### src/design/segment_display_update_engine_unit_assert.svh
// Assertion macros used by the RTL controller (sdue_ctrl).
`ifndef SEGMENT_DISPLAY_UPDATE_ENGINE_UNIT_ASSERT_SVH
`define SEGMENT_DISPLAY_UPDATE_ENGINE_UNIT_ASSERT_SVH

// Same-cycle implication, checked outside reset.
`define SDUE_ASSERT_NOW(label, ante, cons, msg) \
    label: assert property (@(posedge clk) disable iff (!rst_n) (ante) |-> (cons)) \
        else $error(msg);

// Next-cycle implication, checked outside reset.
`define SDUE_ASSERT_NEXT(label, ante, cons, msg) \
    label: assert property (@(posedge clk) disable iff (!rst_n) (ante) |=> (cons)) \
        else $error(msg);

`endif

### src/design/sdue_pkg.sv
`timescale 1ns / 1ps
`default_nettype none

package sdue_pkg;

    localparam logic [2:0] OP_CHAR   = 3'd0;
    localparam logic [2:0] OP_DIGIT  = 3'd1;
    localparam logic [2:0] OP_ICON   = 3'd2;
    localparam logic [2:0] OP_CLEAR  = 3'd3;
    localparam logic [2:0] OP_SWITCH = 3'd4;

    localparam logic [7:0] ADDR_BASE = 8'hC0;
    localparam logic [7:0] CMD_SHOW  = 8'h8F;
    localparam logic [7:0] CMD_BLANK = 8'h87;
    localparam logic [7:0] CMD_MODE  = 8'h0C;
    localparam logic [7:0] CMD_WRITE = 8'h44;

    localparam logic [7:0] TEXT_POS_MAX    = 8'd8;
    localparam logic [7:0] CLOCK_POS_MAX   = 8'd4;
    localparam logic [7:0] DIGIT_VALUE_MAX = 8'd9;
    localparam logic [7:0] ICON_COUNT      = 8'd45;
    localparam logic [7:0] ICONS_PER_DIGIT = 8'd15;

    // Only digits 9..13 are ever read back; they are the only ones kept.
    localparam int SHADOW_FIRST     = 9;
    localparam int SHADOW_DIGITS    = 5;
    localparam int SHADOW_IDX_W     = 3;
    localparam int ICON_DIGIT_FIRST = 11;
    localparam int DIGIT_W          = 5;

    typedef struct packed {
        logic [2:0] op;
        logic [7:0] symbol_code;
        logic [7:0] position;
        logic [7:0] icon_number;
        logic       turn_on;
    } cmd_item_t;

    typedef struct packed {
        logic       frame_kind;
        logic [7:0] first_byte;
        logic [7:0] second_byte;
        logic       last;
    } frame_item_t;

    typedef enum logic [3:0] {
        FS_NONE,
        FS_CHAR0,
        FS_CHAR1,
        FS_DIG0,
        FS_DIG1,
        FS_ICON,
        FS_MODE,
        FS_WRITE,
        FS_CLR0,
        FS_CLR1,
        FS_SHOW,
        FS_SHOW_LAST,
        FS_SWITCH
    } frame_sel_t;

    typedef struct packed {
        logic       load;
        logic       emit;
        logic       digit_inc;
        frame_sel_t sel;
    } ctl_cmd_t;

    typedef struct packed {
        logic       in_ok;
        logic [2:0] in_op;
        logic       slot_free;
        logic       digit_last;
    } dp_sts_t;

    typedef struct packed {
        logic       ok;
        logic [5:0] idx;
    } char_sel_t;

    typedef struct packed {
        logic       ok;
        logic [1:0] off;
        logic       seg;
        logic [2:0] bit_pos;
    } icon_sel_t;

    function automatic char_sel_t char_lookup(input logic [7:0] code);
        char_sel_t res;
        res = '0;
        if (code >= 8'd65 && code <= 8'd95) begin
            res.ok  = 1'b1;
            res.idx = 6'(code - 8'd65);
        end else if (code >= 8'd97 && code <= 8'd122) begin
            res.ok  = 1'b1;
            res.idx = 6'(code - 8'd97);
        end else if (code >= 8'd42 && code <= 8'd57) begin
            res.ok  = 1'b1;
            res.idx = 6'(code - 8'd11);
        end else if (code == 8'd32) begin
            res.ok  = 1'b1;
            res.idx = 6'd47;
        end
        return res;
    endfunction

    function automatic logic [15:0] font_glyph(input logic [5:0] idx);
        logic [15:0] g;
        case (idx)
            6'd0:  g = 16'hF138;
            6'd1:  g = 16'h7472;
            6'd2:  g = 16'h0168;
            6'd3:  g = 16'h5472;
            6'd4:  g = 16'hE168;
            6'd5:  g = 16'hE128;
            6'd6:  g = 16'h7168;
            6'd7:  g = 16'hF118;
            6'd8:  g = 16'h4462;
            6'd9:  g = 16'h4522;
            6'd10: g = 16'h4606;
            6'd11: g = 16'h0148;
            6'd12: g = 16'h511D;
            6'd13: g = 16'h5319;
            6'd14: g = 16'h1178;
            6'd15: g = 16'hE138;
            6'd16: g = 16'h1378;
            6'd17: g = 16'hE338;
            6'd18: g = 16'hF068;
            6'd19: g = 16'h4422;
            6'd20: g = 16'h1158;
            6'd21: g = 16'h490C;
            6'd22: g = 16'h5B18;
            6'd23: g = 16'h4A05;
            6'd24: g = 16'h4405;
            6'd25: g = 16'h4864;
            6'd26: g = 16'h0168;
            6'd27: g = 16'h4201;
            6'd28: g = 16'h1070;
            6'd29: g = 16'h4309;
            6'd30: g = 16'hE000;
            6'd31: g = 16'hEE07;
            6'd32: g = 16'hE402;
            6'd33: g = 16'h5000;
            6'd34: g = 16'hE000;
            6'd35: g = 16'h0500;
            6'd36: g = 16'h4804;
            6'd37: g = 16'h1178;
            6'd38: g = 16'h4402;
            6'd39: g = 16'hE170;
            6'd40: g = 16'hF070;
            6'd41: g = 16'hF018;
            6'd42: g = 16'hF068;
            6'd43: g = 16'hF168;
            6'd44: g = 16'h1030;
            6'd45: g = 16'hF178;
            6'd46: g = 16'hF078;
            default: g = 16'h0000;
        endcase
        return g;
    endfunction

    function automatic logic [15:0] num_glyph(input logic [3:0] value);
        logic [15:0] g;
        case (value)
            4'd0: g = 16'h7777;
            4'd1: g = 16'h2422;
            4'd2: g = 16'h6B6D;
            4'd3: g = 16'h6D6B;
            4'd4: g = 16'h3C3A;
            4'd5: g = 16'h5D5B;
            4'd6: g = 16'h5F5F;
            4'd7: g = 16'h6462;
            4'd8: g = 16'h7F7F;
            4'd9: g = 16'h7D7B;
            default: g = 16'h0000;
        endcase
        return g;
    endfunction

    function automatic icon_sel_t icon_decode(input logic [7:0] num);
        icon_sel_t  res;
        logic [7:0] k;
        logic [7:0] r;
        res = '0;
        k = num - 8'd1;
        res.ok = (num >= 8'd1) && (num <= ICON_COUNT);
        if (k < ICONS_PER_DIGIT) begin
            res.off = 2'd0;
            r = k;
        end else if (k < 8'(2 * ICONS_PER_DIGIT)) begin
            res.off = 2'd1;
            r = k - ICONS_PER_DIGIT;
        end else begin
            res.off = 2'd2;
            r = k - 8'(2 * ICONS_PER_DIGIT);
        end
        if (r < 8'd8) begin
            res.seg     = 1'b0;
            res.bit_pos = r[2:0];
        end else begin
            res.seg     = 1'b1;
            res.bit_pos = 3'(r - 8'd8);
        end
        return res;
    endfunction

    function automatic logic [7:0] seg_addr(input logic [DIGIT_W-1:0] digit, input logic seg);
        logic [7:0] d;
        d = 8'(digit) - 8'd1;
        return ADDR_BASE + (d * 8'd3) + {7'b0, seg};
    endfunction

endpackage

`default_nettype wire

### src/design/sdue_dp.sv
`timescale 1ns / 1ps
`default_nettype none

module sdue_dp
    import sdue_pkg::*;
#(
    parameter int NUM_DIGITS = 13
) (
    input  wire logic        clk,
    input  wire logic        rst_n,
    input  wire cmd_item_t   cmd_data,
    input  wire ctl_cmd_t    ctl,
    output dp_sts_t          sts,
    input  wire logic        frame_stall,
    output logic             frame_valid,
    output frame_item_t      frame_data
);

    localparam int DIG_W = $clog2(NUM_DIGITS + 1);

    cmd_item_t   item_reg;
    frame_item_t frame_reg;
    logic        frame_valid_reg;
    logic        frame_valid_next;
    logic [DIG_W-1:0] digit_reg;
    logic [7:0]  shadow_reg [SHADOW_DIGITS-1:0][1:0];

    char_sel_t   in_char;
    icon_sel_t   in_icon;
    char_sel_t   cur_char;
    icon_sel_t   cur_icon;
    logic [15:0] char_glyph;
    logic [15:0] dig_glyph;
    logic [SHADOW_IDX_W-1:0] dig_idx;
    logic [SHADOW_IDX_W-1:0] icon_idx;
    logic [DIGIT_W-1:0] dig_num;
    logic [DIGIT_W-1:0] icon_num;
    logic        odd;
    logic [7:0]  c0;
    logic [7:0]  c1;
    logic [7:0]  new0_odd;
    logic [7:0]  new1_odd;
    logic [7:0]  new0_even;
    logic [7:0]  new1_even;
    logic [7:0]  icon_cur;
    logic [7:0]  icon_mask;

    frame_item_t frame_next;
    logic        wr_en;
    logic [SHADOW_IDX_W-1:0] wr_idx;
    logic        wr_seg;
    logic [7:0]  wr_val;

    always_comb
    begin
        in_char = char_lookup(cmd_data.symbol_code);
        in_icon = icon_decode(cmd_data.icon_number);
        sts.in_op = cmd_data.op;
        unique case (cmd_data.op) inside
            OP_CHAR:
            begin
                sts.in_ok = (cmd_data.position >= 8'd1) && (cmd_data.position <= TEXT_POS_MAX)
                    && in_char.ok;
            end
            OP_DIGIT:
            begin
                sts.in_ok = (cmd_data.position >= 8'd1) && (cmd_data.position <= CLOCK_POS_MAX)
                    && (cmd_data.symbol_code <= DIGIT_VALUE_MAX);
            end
            OP_ICON:
            begin
                sts.in_ok = in_icon.ok && ((int'(in_icon.off) + ICON_DIGIT_FIRST) <= NUM_DIGITS);
            end
            OP_CLEAR, OP_SWITCH:
            begin
                sts.in_ok = 1'b1;
            end
            default:
            begin
                sts.in_ok = 1'b0;
            end
        endcase
        sts.slot_free  = !frame_valid_reg || !frame_stall;
        sts.digit_last = (digit_reg == DIG_W'(NUM_DIGITS));
    end

    always_comb
    begin
        cur_char   = char_lookup(item_reg.symbol_code);
        cur_icon   = icon_decode(item_reg.icon_number);
        char_glyph = font_glyph(cur_char.idx);
        dig_glyph  = num_glyph(item_reg.symbol_code[3:0]);
        odd        = item_reg.position[0];
        dig_idx    = (item_reg.position <= 8'd2) ? SHADOW_IDX_W'(1) : SHADOW_IDX_W'(0);
        dig_num    = DIGIT_W'(SHADOW_FIRST) + DIGIT_W'(dig_idx);
        icon_idx   = SHADOW_IDX_W'(ICON_DIGIT_FIRST - SHADOW_FIRST) + SHADOW_IDX_W'(cur_icon.off);
        icon_num   = DIGIT_W'(ICON_DIGIT_FIRST) + DIGIT_W'(cur_icon.off);
        c0         = shadow_reg[dig_idx][0];
        c1         = shadow_reg[dig_idx][1];
        new0_odd   = {dig_glyph[0], c0[6:0]};
        new1_odd   = {1'b0, dig_glyph[7] | c1[6], dig_glyph[6:1]};
        new1_even  = {c1[7] & dig_glyph[8], dig_glyph[8], c1[5:0]};
        new0_even  = {c0[7], dig_glyph[15:9]};
        icon_cur   = shadow_reg[icon_idx][cur_icon.seg];
        icon_mask  = 8'd1 << cur_icon.bit_pos;

        frame_next = '0;
        wr_en      = 1'b0;
        wr_idx     = '0;
        wr_seg     = 1'b0;
        wr_val     = '0;
        case (ctl.sel)
            FS_CHAR0:
            begin
                frame_next.frame_kind  = 1'b1;
                frame_next.first_byte  = seg_addr(item_reg.position[DIGIT_W-1:0], 1'b0);
                frame_next.second_byte = char_glyph[15:8];
            end
            FS_CHAR1:
            begin
                frame_next.frame_kind  = 1'b1;
                frame_next.first_byte  = seg_addr(item_reg.position[DIGIT_W-1:0], 1'b1);
                frame_next.second_byte = char_glyph[7:0];
            end
            FS_DIG0:
            begin
                wr_en  = 1'b1;
                wr_idx = dig_idx;
                wr_seg = !odd;
                wr_val = odd ? new0_odd : new1_even;
                frame_next.frame_kind  = 1'b1;
                frame_next.first_byte  = seg_addr(dig_num, wr_seg);
                frame_next.second_byte = wr_val;
            end
            FS_DIG1:
            begin
                wr_en  = 1'b1;
                wr_idx = dig_idx;
                wr_seg = odd;
                wr_val = odd ? new1_odd : new0_even;
                frame_next.frame_kind  = 1'b1;
                frame_next.first_byte  = seg_addr(dig_num, wr_seg);
                frame_next.second_byte = wr_val;
            end
            FS_ICON:
            begin
                wr_en  = 1'b1;
                wr_idx = icon_idx;
                wr_seg = cur_icon.seg;
                wr_val = item_reg.turn_on ? (icon_cur | icon_mask) : (icon_cur & ~icon_mask);
                frame_next.frame_kind  = 1'b1;
                frame_next.first_byte  = seg_addr(icon_num, wr_seg);
                frame_next.second_byte = wr_val;
            end
            FS_MODE:
            begin
                frame_next.first_byte = CMD_MODE;
            end
            FS_WRITE:
            begin
                frame_next.first_byte = CMD_WRITE;
            end
            FS_CLR0:
            begin
                frame_next.frame_kind = 1'b1;
                frame_next.first_byte = seg_addr(DIGIT_W'(digit_reg), 1'b0);
            end
            FS_CLR1:
            begin
                frame_next.frame_kind = 1'b1;
                frame_next.first_byte = seg_addr(DIGIT_W'(digit_reg), 1'b1);
            end
            FS_SHOW:
            begin
                frame_next.first_byte = CMD_SHOW;
            end
            FS_SHOW_LAST:
            begin
                frame_next.first_byte = CMD_SHOW;
                frame_next.last       = 1'b1;
            end
            FS_SWITCH:
            begin
                frame_next.first_byte = item_reg.turn_on ? CMD_SHOW : CMD_BLANK;
                frame_next.last       = 1'b1;
            end
            default:
            begin
                frame_next = '0;
            end
        endcase

        if (ctl.emit)
        begin
            frame_valid_next = 1'b1;
        end
        else
        begin
            frame_valid_next = frame_valid_reg && frame_stall;
        end
    end

    always_ff @(posedge clk)
    begin
        if (ctl.load)
        begin
            item_reg <= cmd_data;
        end
        if (ctl.emit)
        begin
            frame_reg <= frame_next;
        end
    end

    always_ff @(posedge clk or negedge rst_n)
    begin
        if (!rst_n)
        begin
            frame_valid_reg <= 1'b0;
            digit_reg       <= '0;
            for (int i = 0; i < SHADOW_DIGITS; i++)
            begin
                shadow_reg[i][0] <= '0;
                shadow_reg[i][1] <= '0;
            end
        end
        else
        begin
            frame_valid_reg <= frame_valid_next;
            if (ctl.load)
            begin
                digit_reg <= DIG_W'(1);
            end
            else if (ctl.emit && ctl.digit_inc)
            begin
                digit_reg <= digit_reg + DIG_W'(1);
            end
            if (ctl.emit && (ctl.sel == FS_MODE))
            begin
                for (int i = 0; i < SHADOW_DIGITS; i++)
                begin
                    shadow_reg[i][0] <= '0;
                    shadow_reg[i][1] <= '0;
                end
            end
            else if (ctl.emit && wr_en)
            begin
                shadow_reg[wr_idx][wr_seg] <= wr_val;
            end
        end
    end

    assign frame_valid = frame_valid_reg;
    assign frame_data  = frame_reg;

endmodule

`default_nettype wire

### src/design/sdue_ctrl.sv
`timescale 1ns / 1ps
`default_nettype none

`include "segment_display_update_engine_unit_assert.svh"

module sdue_ctrl
    import sdue_pkg::*;
(
    input  wire logic    clk,
    input  wire logic    rst_n,
    input  wire logic    cmd_valid,
    output logic         cmd_stall,
    input  wire dp_sts_t sts,
    output ctl_cmd_t     ctl
);

    typedef enum logic [13:0] {
        ST_IDLE   = 14'b00000000000001,
        ST_CHAR0  = 14'b00000000000010,
        ST_CHAR1  = 14'b00000000000100,
        ST_DIG0   = 14'b00000000001000,
        ST_DIG1   = 14'b00000000010000,
        ST_ICON   = 14'b00000000100000,
        ST_MODE   = 14'b00000001000000,
        ST_WRITE  = 14'b00000010000000,
        ST_CLR0   = 14'b00000100000000,
        ST_SHOW0  = 14'b00001000000000,
        ST_CLR1   = 14'b00010000000000,
        ST_SHOW1  = 14'b00100000000000,
        ST_DONE   = 14'b01000000000000,
        ST_SWITCH = 14'b10000000000000
    } state_t;

    state_t state_reg;
    state_t state_next;
    logic   final_emit;

    always_comb
    begin
        state_next    = state_reg;
        ctl.load      = 1'b0;
        ctl.digit_inc = 1'b0;
        ctl.sel       = FS_NONE;
        ctl.emit      = (state_reg != ST_IDLE) && sts.slot_free;
        unique case (state_reg)
            ST_IDLE:
            begin
                if (cmd_valid)
                begin
                    ctl.load = 1'b1;
                    if (sts.in_ok)
                    begin
                        unique case (sts.in_op)
                            OP_CHAR:   state_next = ST_CHAR0;
                            OP_DIGIT:  state_next = ST_DIG0;
                            OP_ICON:   state_next = ST_ICON;
                            OP_CLEAR:  state_next = ST_MODE;
                            OP_SWITCH: state_next = ST_SWITCH;
                            default:   state_next = ST_IDLE;
                        endcase
                    end
                end
            end
            ST_CHAR0:
            begin
                ctl.sel = FS_CHAR0;
                if (ctl.emit) state_next = ST_CHAR1;
            end
            ST_CHAR1:
            begin
                ctl.sel = FS_CHAR1;
                if (ctl.emit) state_next = ST_DONE;
            end
            ST_DIG0:
            begin
                ctl.sel = FS_DIG0;
                if (ctl.emit) state_next = ST_DIG1;
            end
            ST_DIG1:
            begin
                ctl.sel = FS_DIG1;
                if (ctl.emit) state_next = ST_DONE;
            end
            ST_ICON:
            begin
                ctl.sel = FS_ICON;
                if (ctl.emit) state_next = ST_DONE;
            end
            ST_MODE:
            begin
                ctl.sel = FS_MODE;
                if (ctl.emit) state_next = ST_WRITE;
            end
            ST_WRITE:
            begin
                ctl.sel = FS_WRITE;
                if (ctl.emit) state_next = ST_CLR0;
            end
            ST_CLR0:
            begin
                ctl.sel = FS_CLR0;
                if (ctl.emit) state_next = ST_SHOW0;
            end
            ST_SHOW0:
            begin
                ctl.sel = FS_SHOW;
                if (ctl.emit) state_next = ST_CLR1;
            end
            ST_CLR1:
            begin
                ctl.sel = FS_CLR1;
                if (ctl.emit) state_next = ST_SHOW1;
            end
            ST_SHOW1:
            begin
                ctl.sel       = FS_SHOW;
                ctl.digit_inc = 1'b1;
                if (ctl.emit) state_next = sts.digit_last ? ST_DONE : ST_CLR0;
            end
            ST_DONE:
            begin
                ctl.sel = FS_SHOW_LAST;
                if (ctl.emit) state_next = ST_IDLE;
            end
            ST_SWITCH:
            begin
                ctl.sel = FS_SWITCH;
                if (ctl.emit) state_next = ST_IDLE;
            end
            default:
            begin
                state_next = ST_IDLE;
            end
        endcase
    end

    always_ff @(posedge clk or negedge rst_n)
    begin
        if (!rst_n)
        begin
            state_reg <= ST_IDLE;
        end
        else
        begin
            state_reg <= state_next;
        end
    end

    assign cmd_stall  = (state_reg != ST_IDLE);
    assign final_emit = ctl.emit && (ctl.sel == FS_SHOW_LAST || ctl.sel == FS_SWITCH);

    `SDUE_ASSERT_NOW(a_no_emit_idle, state_reg == ST_IDLE, !ctl.emit, "frame issued while idle")
    `SDUE_ASSERT_NOW(a_emit_slot_free, ctl.emit, sts.slot_free, "frame issued into full slot")
    `SDUE_ASSERT_NEXT(a_last_to_idle, final_emit, state_reg == ST_IDLE, "no idle after last frame")

endmodule

`default_nettype wire

### src/design/segment_display_update_engine_unit.sv
// Segment display update engine.
// Command channel (cmd_valid / cmd_stall / cmd_data) takes one display command;
// a transfer happens on a clock edge with cmd_valid high and cmd_stall low.
// Frame channel (frame_valid / frame_stall / frame_data) delivers controller
// frames, one per transfer, with last set on the final frame of a command.
// A command is taken only while the sequencer is idle; commands with bad
// arguments are taken and produce no frames.
// The first frame is registered from the first sequencer state after the
// command transfer; each further frame follows when the receiver does not
// stall. A command yields three frames for draw char and draw digit, two for
// icon, one for display switch and 4*NUM_DIGITS+3 for clear all. The frame
// sequencer emits into a single output register.
// The next command is accepted while the last frame still waits in the
// output register. A stall holds the frame register and the sequencer.
// Reset clears the shadow of the clock and icon digits, empties the output
// register and returns the sequencer to idle; no clearing pass is needed.
`timescale 1ns / 1ps
`default_nettype none

module segment_display_update_engine_unit
    import sdue_pkg::*;
#(
    parameter int NUM_DIGITS = 13
) (
    input  wire logic      clk,
    input  wire logic      rst_n,
    input  wire logic      cmd_valid,
    output logic           cmd_stall,
    input  wire cmd_item_t cmd_data,
    output logic           frame_valid,
    input  wire logic      frame_stall,
    output frame_item_t    frame_data
);

    ctl_cmd_t ctl;
    dp_sts_t  sts;

    sdue_ctrl u_ctrl (
        .clk       (clk),
        .rst_n     (rst_n),
        .cmd_valid (cmd_valid),
        .cmd_stall (cmd_stall),
        .sts       (sts),
        .ctl       (ctl)
    );

    sdue_dp #(
        .NUM_DIGITS (NUM_DIGITS)
    ) u_dp (
        .clk         (clk),
        .rst_n       (rst_n),
        .cmd_data    (cmd_data),
        .ctl         (ctl),
        .sts         (sts),
        .frame_stall (frame_stall),
        .frame_valid (frame_valid),
        .frame_data  (frame_data)
    );

endmodule

`default_nettype wire
### config.mk
export PLATFORM = sky130hd
export DESIGN_NAME = segment_display_update_engine_unit
export DESIGN_NICKNAME = d
export VERILOG_FILES = /design/src/design/sdue_pkg.sv /design/src/design/sdue_dp.sv /design/src/design/sdue_ctrl.sv /design/src/design/segment_display_update_engine_unit.sv
export VERILOG_INCLUDE_DIRS = /design/src /design/src/design
export SDC_FILE = /design/constraint.sdc
export NUM_CORES = 1
export LEC_CHECK = 0
export BUFFER_PORTS_ARGS = -buffer_cell sky130_fd_sc_hd__buf_4
export CAP_MARGIN = 20
export CORE_MARGIN = 2
export CORE_UTILIZATION = 30
export CTS_CLUSTER_DIAMETER = 150
export DETAILED_ROUTE_END_ITERATION = 8
export PLACE_DENSITY = 0.5
export SYNTH_ARGS = -nofsm -noshare
export SYNTH_HDL_FRONTEND = slang
export SYNTH_SLANG_ARGS = --single-unit
### constraint.sdc
create_clock -name clk -period 5.3 [get_ports clk]
set_input_delay 1.06 -clock clk [delete_from_list [all_inputs] [get_ports clk]]
set_output_delay 1.06 -clock clk [all_outputs]
set_load 0.01 [all_outputs]
[Word-level counts from Yosys, hierarchy flattened]
Memory sizes are Yosys's and may differ from the RTL's. A register that Yosys moved wholly into a read port is not among the register bits.
Index checks and enable logic that the tools add are counted.
Storage, ports and cells
  register bits after elaboration: 142
  bits in read-only memories: 1184
  bits of input ports: 32
  output and inout bits: 20
  word-level logic and storage cells: 241
  memories: 2
Memories
  (name not given): depth 64, width 15, rd ports 1, clocked after memory_dff 0, wr ports 0, RTL line sdue_pkg.sv:109  | case (idx)
  (name not given): depth 16, width 14, rd ports 1, clocked after memory_dff 1, wr ports 0, RTL line sdue_pkg.sv:164  | case (value)
Operators by class
  add/subtract/negate cells: 29
  multipliers: 4
  magnitude comparators: 32
  eq/ne operators: 46
  shift operators: 1
  muxes and demuxes: 65
  bitwise operators: 5
  reductions and logical operators: 36
Operator list (count)
  14-bit 2-to-1 mux: 12
  80-bit 2-to-1 mux: 2
  14-bit one-hot mux with 11 select lines: 1
  16-bit binary-select mux with 3-bit select: 2
  8-bit one-hot mux with 11 select lines: 1
  80-bit bitwise mux: 1
  14-bit one-hot mux with 5 select lines: 1
  8-bit 2-to-1 mux: 8
  16-bit demux with 3-bit select: 1
  16-bit 2-to-1 mux: 3
  4-bit one-hot mux with 12 select lines: 1
  8-bit one-hot mux with 5 select lines: 1
  8-bit adder, first input constant: 4
  8-bit by 7-bit >= comparator with 1-bit output, second input constant: 4
  32-bit by 5-bit <= comparator with 1-bit output, second input constant: 1
  8-bit by 7-bit <= comparator with 1-bit output, second input constant: 4
  8-bit by 2-bit multiplier with 8-bit output, second input constant: 4
  7-bit 2-to-1 mux: 4
  8-bit by 1-bit adder with 8-bit output: 3
  4-bit == test, second input constant: 6
  8-bit by 6-bit <= comparator with 1-bit output, second input constant: 3
  8-bit by 4-bit < comparator with 1-bit output, second input constant: 3
  6-bit 2-to-1 mux: 4
  8-bit one-hot mux with 3 select lines: 1
  other kinds (72): 143

[Longest topological paths before layout]
  depth in word-level cells: 16
  gate-level depth with buffers: 17
  mapped depth without buffers: 14

[By module]
From an unflattened synthesis, not the netlist that was laid out.
Unflattened totals
  cell total of the unflattened synthesis: 1235
  area, all modules: 10836.6 sq um
By module, submodules not included
  sdue_dp: instances 1, cells each 1093, area each 9600.5 sq um, sequential area each 3558.4 sq um
  sdue_ctrl: instances 1, cells each 142, area each 1236.2 sq um, sequential area each 351.6 sq um

[Worst setup path before layout]
Ideal clock, no wire load.
  kind: reg2reg
  start point: register u_dp.item_reg[1] (netlist name)
  end point: register u_dp.frame_reg (netlist bit u_dp.frame_data[9]), data pin
  library setup time: 0.276 ns
  arrival time: 3.436 ns
  required time: 5.024 ns
  setup slack: 1.589 ns
  cell stages (with the launch flop): 18
  path buffers: 3
  period minus slack after synthesis: 3.711 ns
  path through: edfxtp_1 -> clkbuf_1 -> inv_1 -> ha_1 -> buf_2 -> xor2_1 -> ha_1 -> nor2_1 -> o311ai_0 -> o2111ai_1 -> o32ai_1 -> o221ai_2 -> a211oi_4 -> buf_6 -> inv_1 -> ha_1 -> a222oi_1 -> o211ai_1
On the way
  longest elaborated chain between the ends: 10
  elaborated cells on any way between the ends: 17
  classes of those cells: add/sub: 7; mul: 1; order compare: 3; mux: 6
Ends and longest elaborated chain
  start: declaration: RTL line sdue_dp.sv:21  | cmd_item_t item_reg;
  start signal: assignment: RTL line sdue_dp.sv:207  | item_reg <= cmd_data;
  8-bit by 1-bit subtractor with 8-bit output (*): RTL line sdue_pkg.sv:185  | k = num - 8'd1;
  8-bit by 5-bit < comparator with 1-bit output: RTL line sdue_pkg.sv:190  | end else if (k < 8'(2 * ICONS_PER_DIGIT)) begin
  2-bit 2-to-1 mux: RTL line sdue_pkg.sv:190
  2-bit 2-to-1 mux: RTL line sdue_pkg.sv:187  | if (k < ICONS_PER_DIGIT) begin
  4-bit by 2-bit adder with 5-bit output: RTL line sdue_dp.sv:97  | icon_num = DIGIT_W'(ICON_DIGIT_FIRST) + DIGIT_W'(cur_icon.off);
  5-bit by 1-bit subtractor with 6-bit output: RTL line sdue_pkg.sv:209  | d = 8'(digit) - 8'd1;
  8-bit by 2-bit multiplier with 8-bit output: RTL line sdue_pkg.sv:210  | return ADDR_BASE + (d * 8'd3) + {7'b0, seg};
  8-bit adder: RTL line sdue_pkg.sv:210
  8-bit by 1-bit adder with 8-bit output (*): RTL line sdue_pkg.sv:210
  8-bit one-hot mux with 11 select lines (*): RTL line sdue_dp.sv:112  | case (ctl.sel)
  end signal: assignment: RTL line sdue_dp.sv:211  | frame_reg <= frame_next;
  end: declaration: RTL line sdue_dp.sv:22  | frame_item_t frame_reg;
Mark *: on every way between the ends. The rest lies on a longest branch, timed or not.
A chain may end at the register's enable or synchronous reset.

[Worst setup path in the final report]
  start point: register u_dp.item_reg[2] (netlist name)
  end point: register u_dp.frame_reg (netlist bit u_dp.frame_data[4]), data pin
On the way
  longest elaborated chain between the ends: 12
  elaborated cells on any way between the ends: 23
  classes of those cells: add/sub: 5; order compare: 3; shift: 1; mux: 11; bitwise: 3
Ends and longest elaborated chain
  8-bit by 1-bit subtractor with 8-bit output (*): RTL line sdue_pkg.sv:185
  8-bit by 5-bit < comparator with 1-bit output: RTL line sdue_pkg.sv:190
  2-bit 2-to-1 mux: RTL line sdue_pkg.sv:190
  2-bit 2-to-1 mux: RTL line sdue_pkg.sv:187
  2-bit by 2-bit adder with 3-bit output: RTL line sdue_dp.sv:96  | icon_idx = SHADOW_IDX_W'(ICON_DIGIT_FIRST - SHADOW_FIRST) + SHADOW_IDX_W'(cur_icon.off);
  16-bit binary-select mux with 3-bit select: RTL line sdue_dp.sv:104  | icon_cur = shadow_reg[icon_idx][cur_icon.seg];
  16-bit 2-to-1 mux (implied by the code): RTL line sdue_dp.sv:104
  8-bit 2-to-1 mux (implied by the code) (2 in series): RTL line sdue_dp.sv:104
  8-bit bitwise AND / 8-bit OR (equally long branches): RTL line sdue_dp.sv:150  | wr_val = item_reg.turn_on ? (icon_cur | icon_mask) : (icon_cur & ~icon_mask);
  8-bit 2-to-1 mux (*): RTL line sdue_dp.sv:150
  8-bit one-hot mux with 5 select lines (*): RTL line sdue_dp.sv:112
Mark *: on every way between the ends. The rest lies on a longest branch, timed or not. The select of a mux whose other input is x is not followed.

==> key figures <==
Route
  • Vias: around 9,600
  • ANT nets after route: 0
  • Vias per inst: 5.67
  • Initial DRC count: 863
  • Routed WL per cell: between 20 and 25 um
  • Pre-Repair DR Iteration Count: 5
  • # DRC: 0
  • Overall routed net length: ~35,000 um

Die
  • Initial Utilization: 30.3%
  • # IOs: 52
  • Placeable Area: 35,400 um2
  • Rows: 69
  • Die area: 37,300 um2
  • Die width: between 150 and 200 um
  • Die Ht: slightly below 200 um

Clock network
  • Worst-Skew Late Latency: 0.43 ns
  • CTS Buf Count: 17
  • Resized cells post-CTS: 0
  • Clock sink count: 149
  • Clk Tree Root Cell: clkbuf_16
  • Post-CTS Hold Buffers: 0
  • Postcts setup bufs: 0
  • # H-tree levels: 4
  • CTS tree: yes
  • Clock transition at path regs: about 0.070 ns
  • Clock Path Buffers: 2

Timing
  • Slew Limit Fails: 0
  • Min cycle time layout: 4.60 ns
  • RSZ-0062 raised after global routing: false
  • Min Hold Slack: 0.501 ns
  • Tcrit/Tclk final: 86.8%
  • Final TNS setup: 0 ns
  • Fmax: between 0.2 and 0.25 GHz
  • Clock Skew: approximately 0.013 ns
  • Worst setup margin: roughly 0.7 ns
  • Final setup fails: 0
  • Relative slew slack: a little under a third
  • Hold Violations, Final: 0
  • Worst Tran Pin Value: 0.995 ns

Placed design
  • Global placement routability congestion: between 0.9 and 1
  • I/O Buffers: 51
  • DP Wirelength: 25,600 um
  • Pre-CTS setup slack: roughly 0.74 ns

Critical path
  • Critical Path RT: roughly 5.4 ns
  • CP max FO: 12
  • Worst path arrival time: ~4.7 ns
  • Crit path launch: u_dp.item_reg[2]
  • Kind of critical path: register to register
  • Worst setup EP type: register
  • Crit start category: register
  • Worst r2r src: u_dp.item_reg[2]

Global route
  • Initial antenna violation count: 0
  • Largest net degree at the start of global routing: 69
  • GRT Overall Usage: about a fifth
  • Vias in the first global route: a little over 9,000
  • Global route overflow: 0
  • First-pass GRT wire length: between 50,000 and 60,000 um

Logic synthesis
  • Seq cells post-synth: about 150
  • Area leader, netlist: dfrtp_1
  • Post-synthesis cell area: around 11,000 um2
  • Syn Inst Count: ~1,200
  • Synthesis Warnings: 0
  • Net Count, Synth: between 1,000 and 1,500
  • Avg Inst Size Synth: approximately 9 um2
  • Leading post-synthesis cells by cell area: dfrtp_1 23%, edfxtp_1 12%, ha_1 5.6%
  • Share of the synthesized area in the top cell type: between 20% and 30%
  • Async set-reset flop share out of synthesis: between 60% and 70%
  • Seq/Total Area, Yosys: 36.5%
  • Unique masters post-synth: 96
  • Predominant post-synthesis flop cell: dfrtp_1
  • Number of synthesized flops with an enable pin: 43

Finish
  • Fillers: approximately 3,700
  • Most frequent cells in the layout: 109 x nand2_1, 98 x o21ai_0, 98 x dfrtp_1
  • Diodes inserted: 0
  • # nets final: about 1,300
  • Layout cells sized above 1: 13.5%
  • Area Overhead vs Synth: 13.3%
  • Max reg flops: 80
  • Commonest non-fill, non-tap cell in the layout: nand2_1

Min path
  • HP Class: register to register
  • Hold Crit Start: u_dp.shadow_reg[19]

Power and ir drop
  • Cell Pwr Density: 612 nW/um2
  • Worst VDD drop: roughly 0.00036 V
  • Lkg Pwr: between 0.004 and 0.005 uW
  • Tot Pwr: between 7000 and 8000 uW

Job
  • Max-Cap Viols: 0

Status
  • Status: finished, final reports clean
where the power goes:
part	internal (uW)	switching, uW
clock	614	546
combinational	1570	2900
sequential	1520	285
path summary, 6_finish.rpt:
path	end	slack, ns	cells past startpoint
worst max-delay path	u_dp.frame_data[4]	0.70	11
worst min-delay path	u_dp.shadow_reg[19]	0.50	2
worst max register to register	u_dp.frame_data[4]	0.70	11
worst min register to register	u_dp.shadow_reg[19]	0.50	2
max in group asynchronous	u_dp.shadow_reg[39]	3.56	2
min in group asynchronous	u_dp.shadow_reg[37]	0.75	1
area by class of cell:
| class | count | area (um2) | share of cell area (%) |
|---|---|---|---|
| multi-input combinational | 933 | 6380 | 52.5 |
| clock buffer | 18 | 429 | 3.53 |
| inverter | 35 | 131 | 1.08 |
| timing repair buffer | 82 | 616 | 5.06 |
| sequential | 149 | 3910 | 32.2 |
| tap | 461 | 577 | 4.74 |
| clock inverter | 14 | 118 | 0.967 |
synthesized netlist by cell type, types with 7 or more instances:
library cell,n
nand2_1,109
dfrtp_1,98
o21ai_0,98
nand3_1,93
nor2_1,68
a21oi_1,60
clkbuf_1,49
ha_1,48
edfxtp_1,43
mux2i_1,35
inv_1,34
xor2_1,26
and3_1,22
o211ai_1,22
nor3_1,21
o22ai_1,19
buf_2,18
o21ai_1,16
xnor2_1,16
a21o_1,15
nand4_1,13
nor2b_1,13
a211oi_1,12
nand2b_1,12
o22a_1,12
mux2_2,10
a22o_1,9
a31oi_1,9
o221ai_1,9
a221oi_1,8
nor4_1,8
dfxtp_1,7
o31ai_1,7
through the flow:
step | util, % | cells | cell area (um2)
floorplan | - | 1192 | 10700
global placement | 32.8 | 1660 | 11600
detailed placement | 32.8 | 1660 | 11600
CTS | 34.3 | 1692 | 12200
global route | 34.3 | 1692 | 12200
finish | 34.3 | 1692 | 12200
cells by family after synthesis:
logic type	count (synthesis)	synth area share, %
AO/OA/AOI/OAI	369	23.6
XOR/XNOR	42	3.43
adder cells (fa/ha/maj)	51	6.16
buffers and inverters	110	4.28
flip-flops	149	36.5
multiplexers	51	5.58
AND/OR/NAND/NOR	420	20.5
layer usage:
metal | wire [um] | up-vias | GRT usage [%]
li1 | - | 4532 | -
met1 | 16500 | 4702 | 26.7
met2 | 15600 | 324 | 29.9
met3 | 1840 | 35 | 2.81
met4 | 842 | 0 | 6.93
met5 | 0 | - | 0
worst max-delay path: stages (launching register included):
cell	delay (ns)
edfxtp_1	0.56
inv_1	0.12
ha_1	0.33
o21bai_1	0.21
a211oi_1	0.62
o31a_1	0.52
a31o_2	0.25
a21oi_1	0.11
a211oi_4	0.68
mux2i_1	0.20
a31oi_2	0.58
nand4_1	0.14
(Power assumes the default switching activity.)
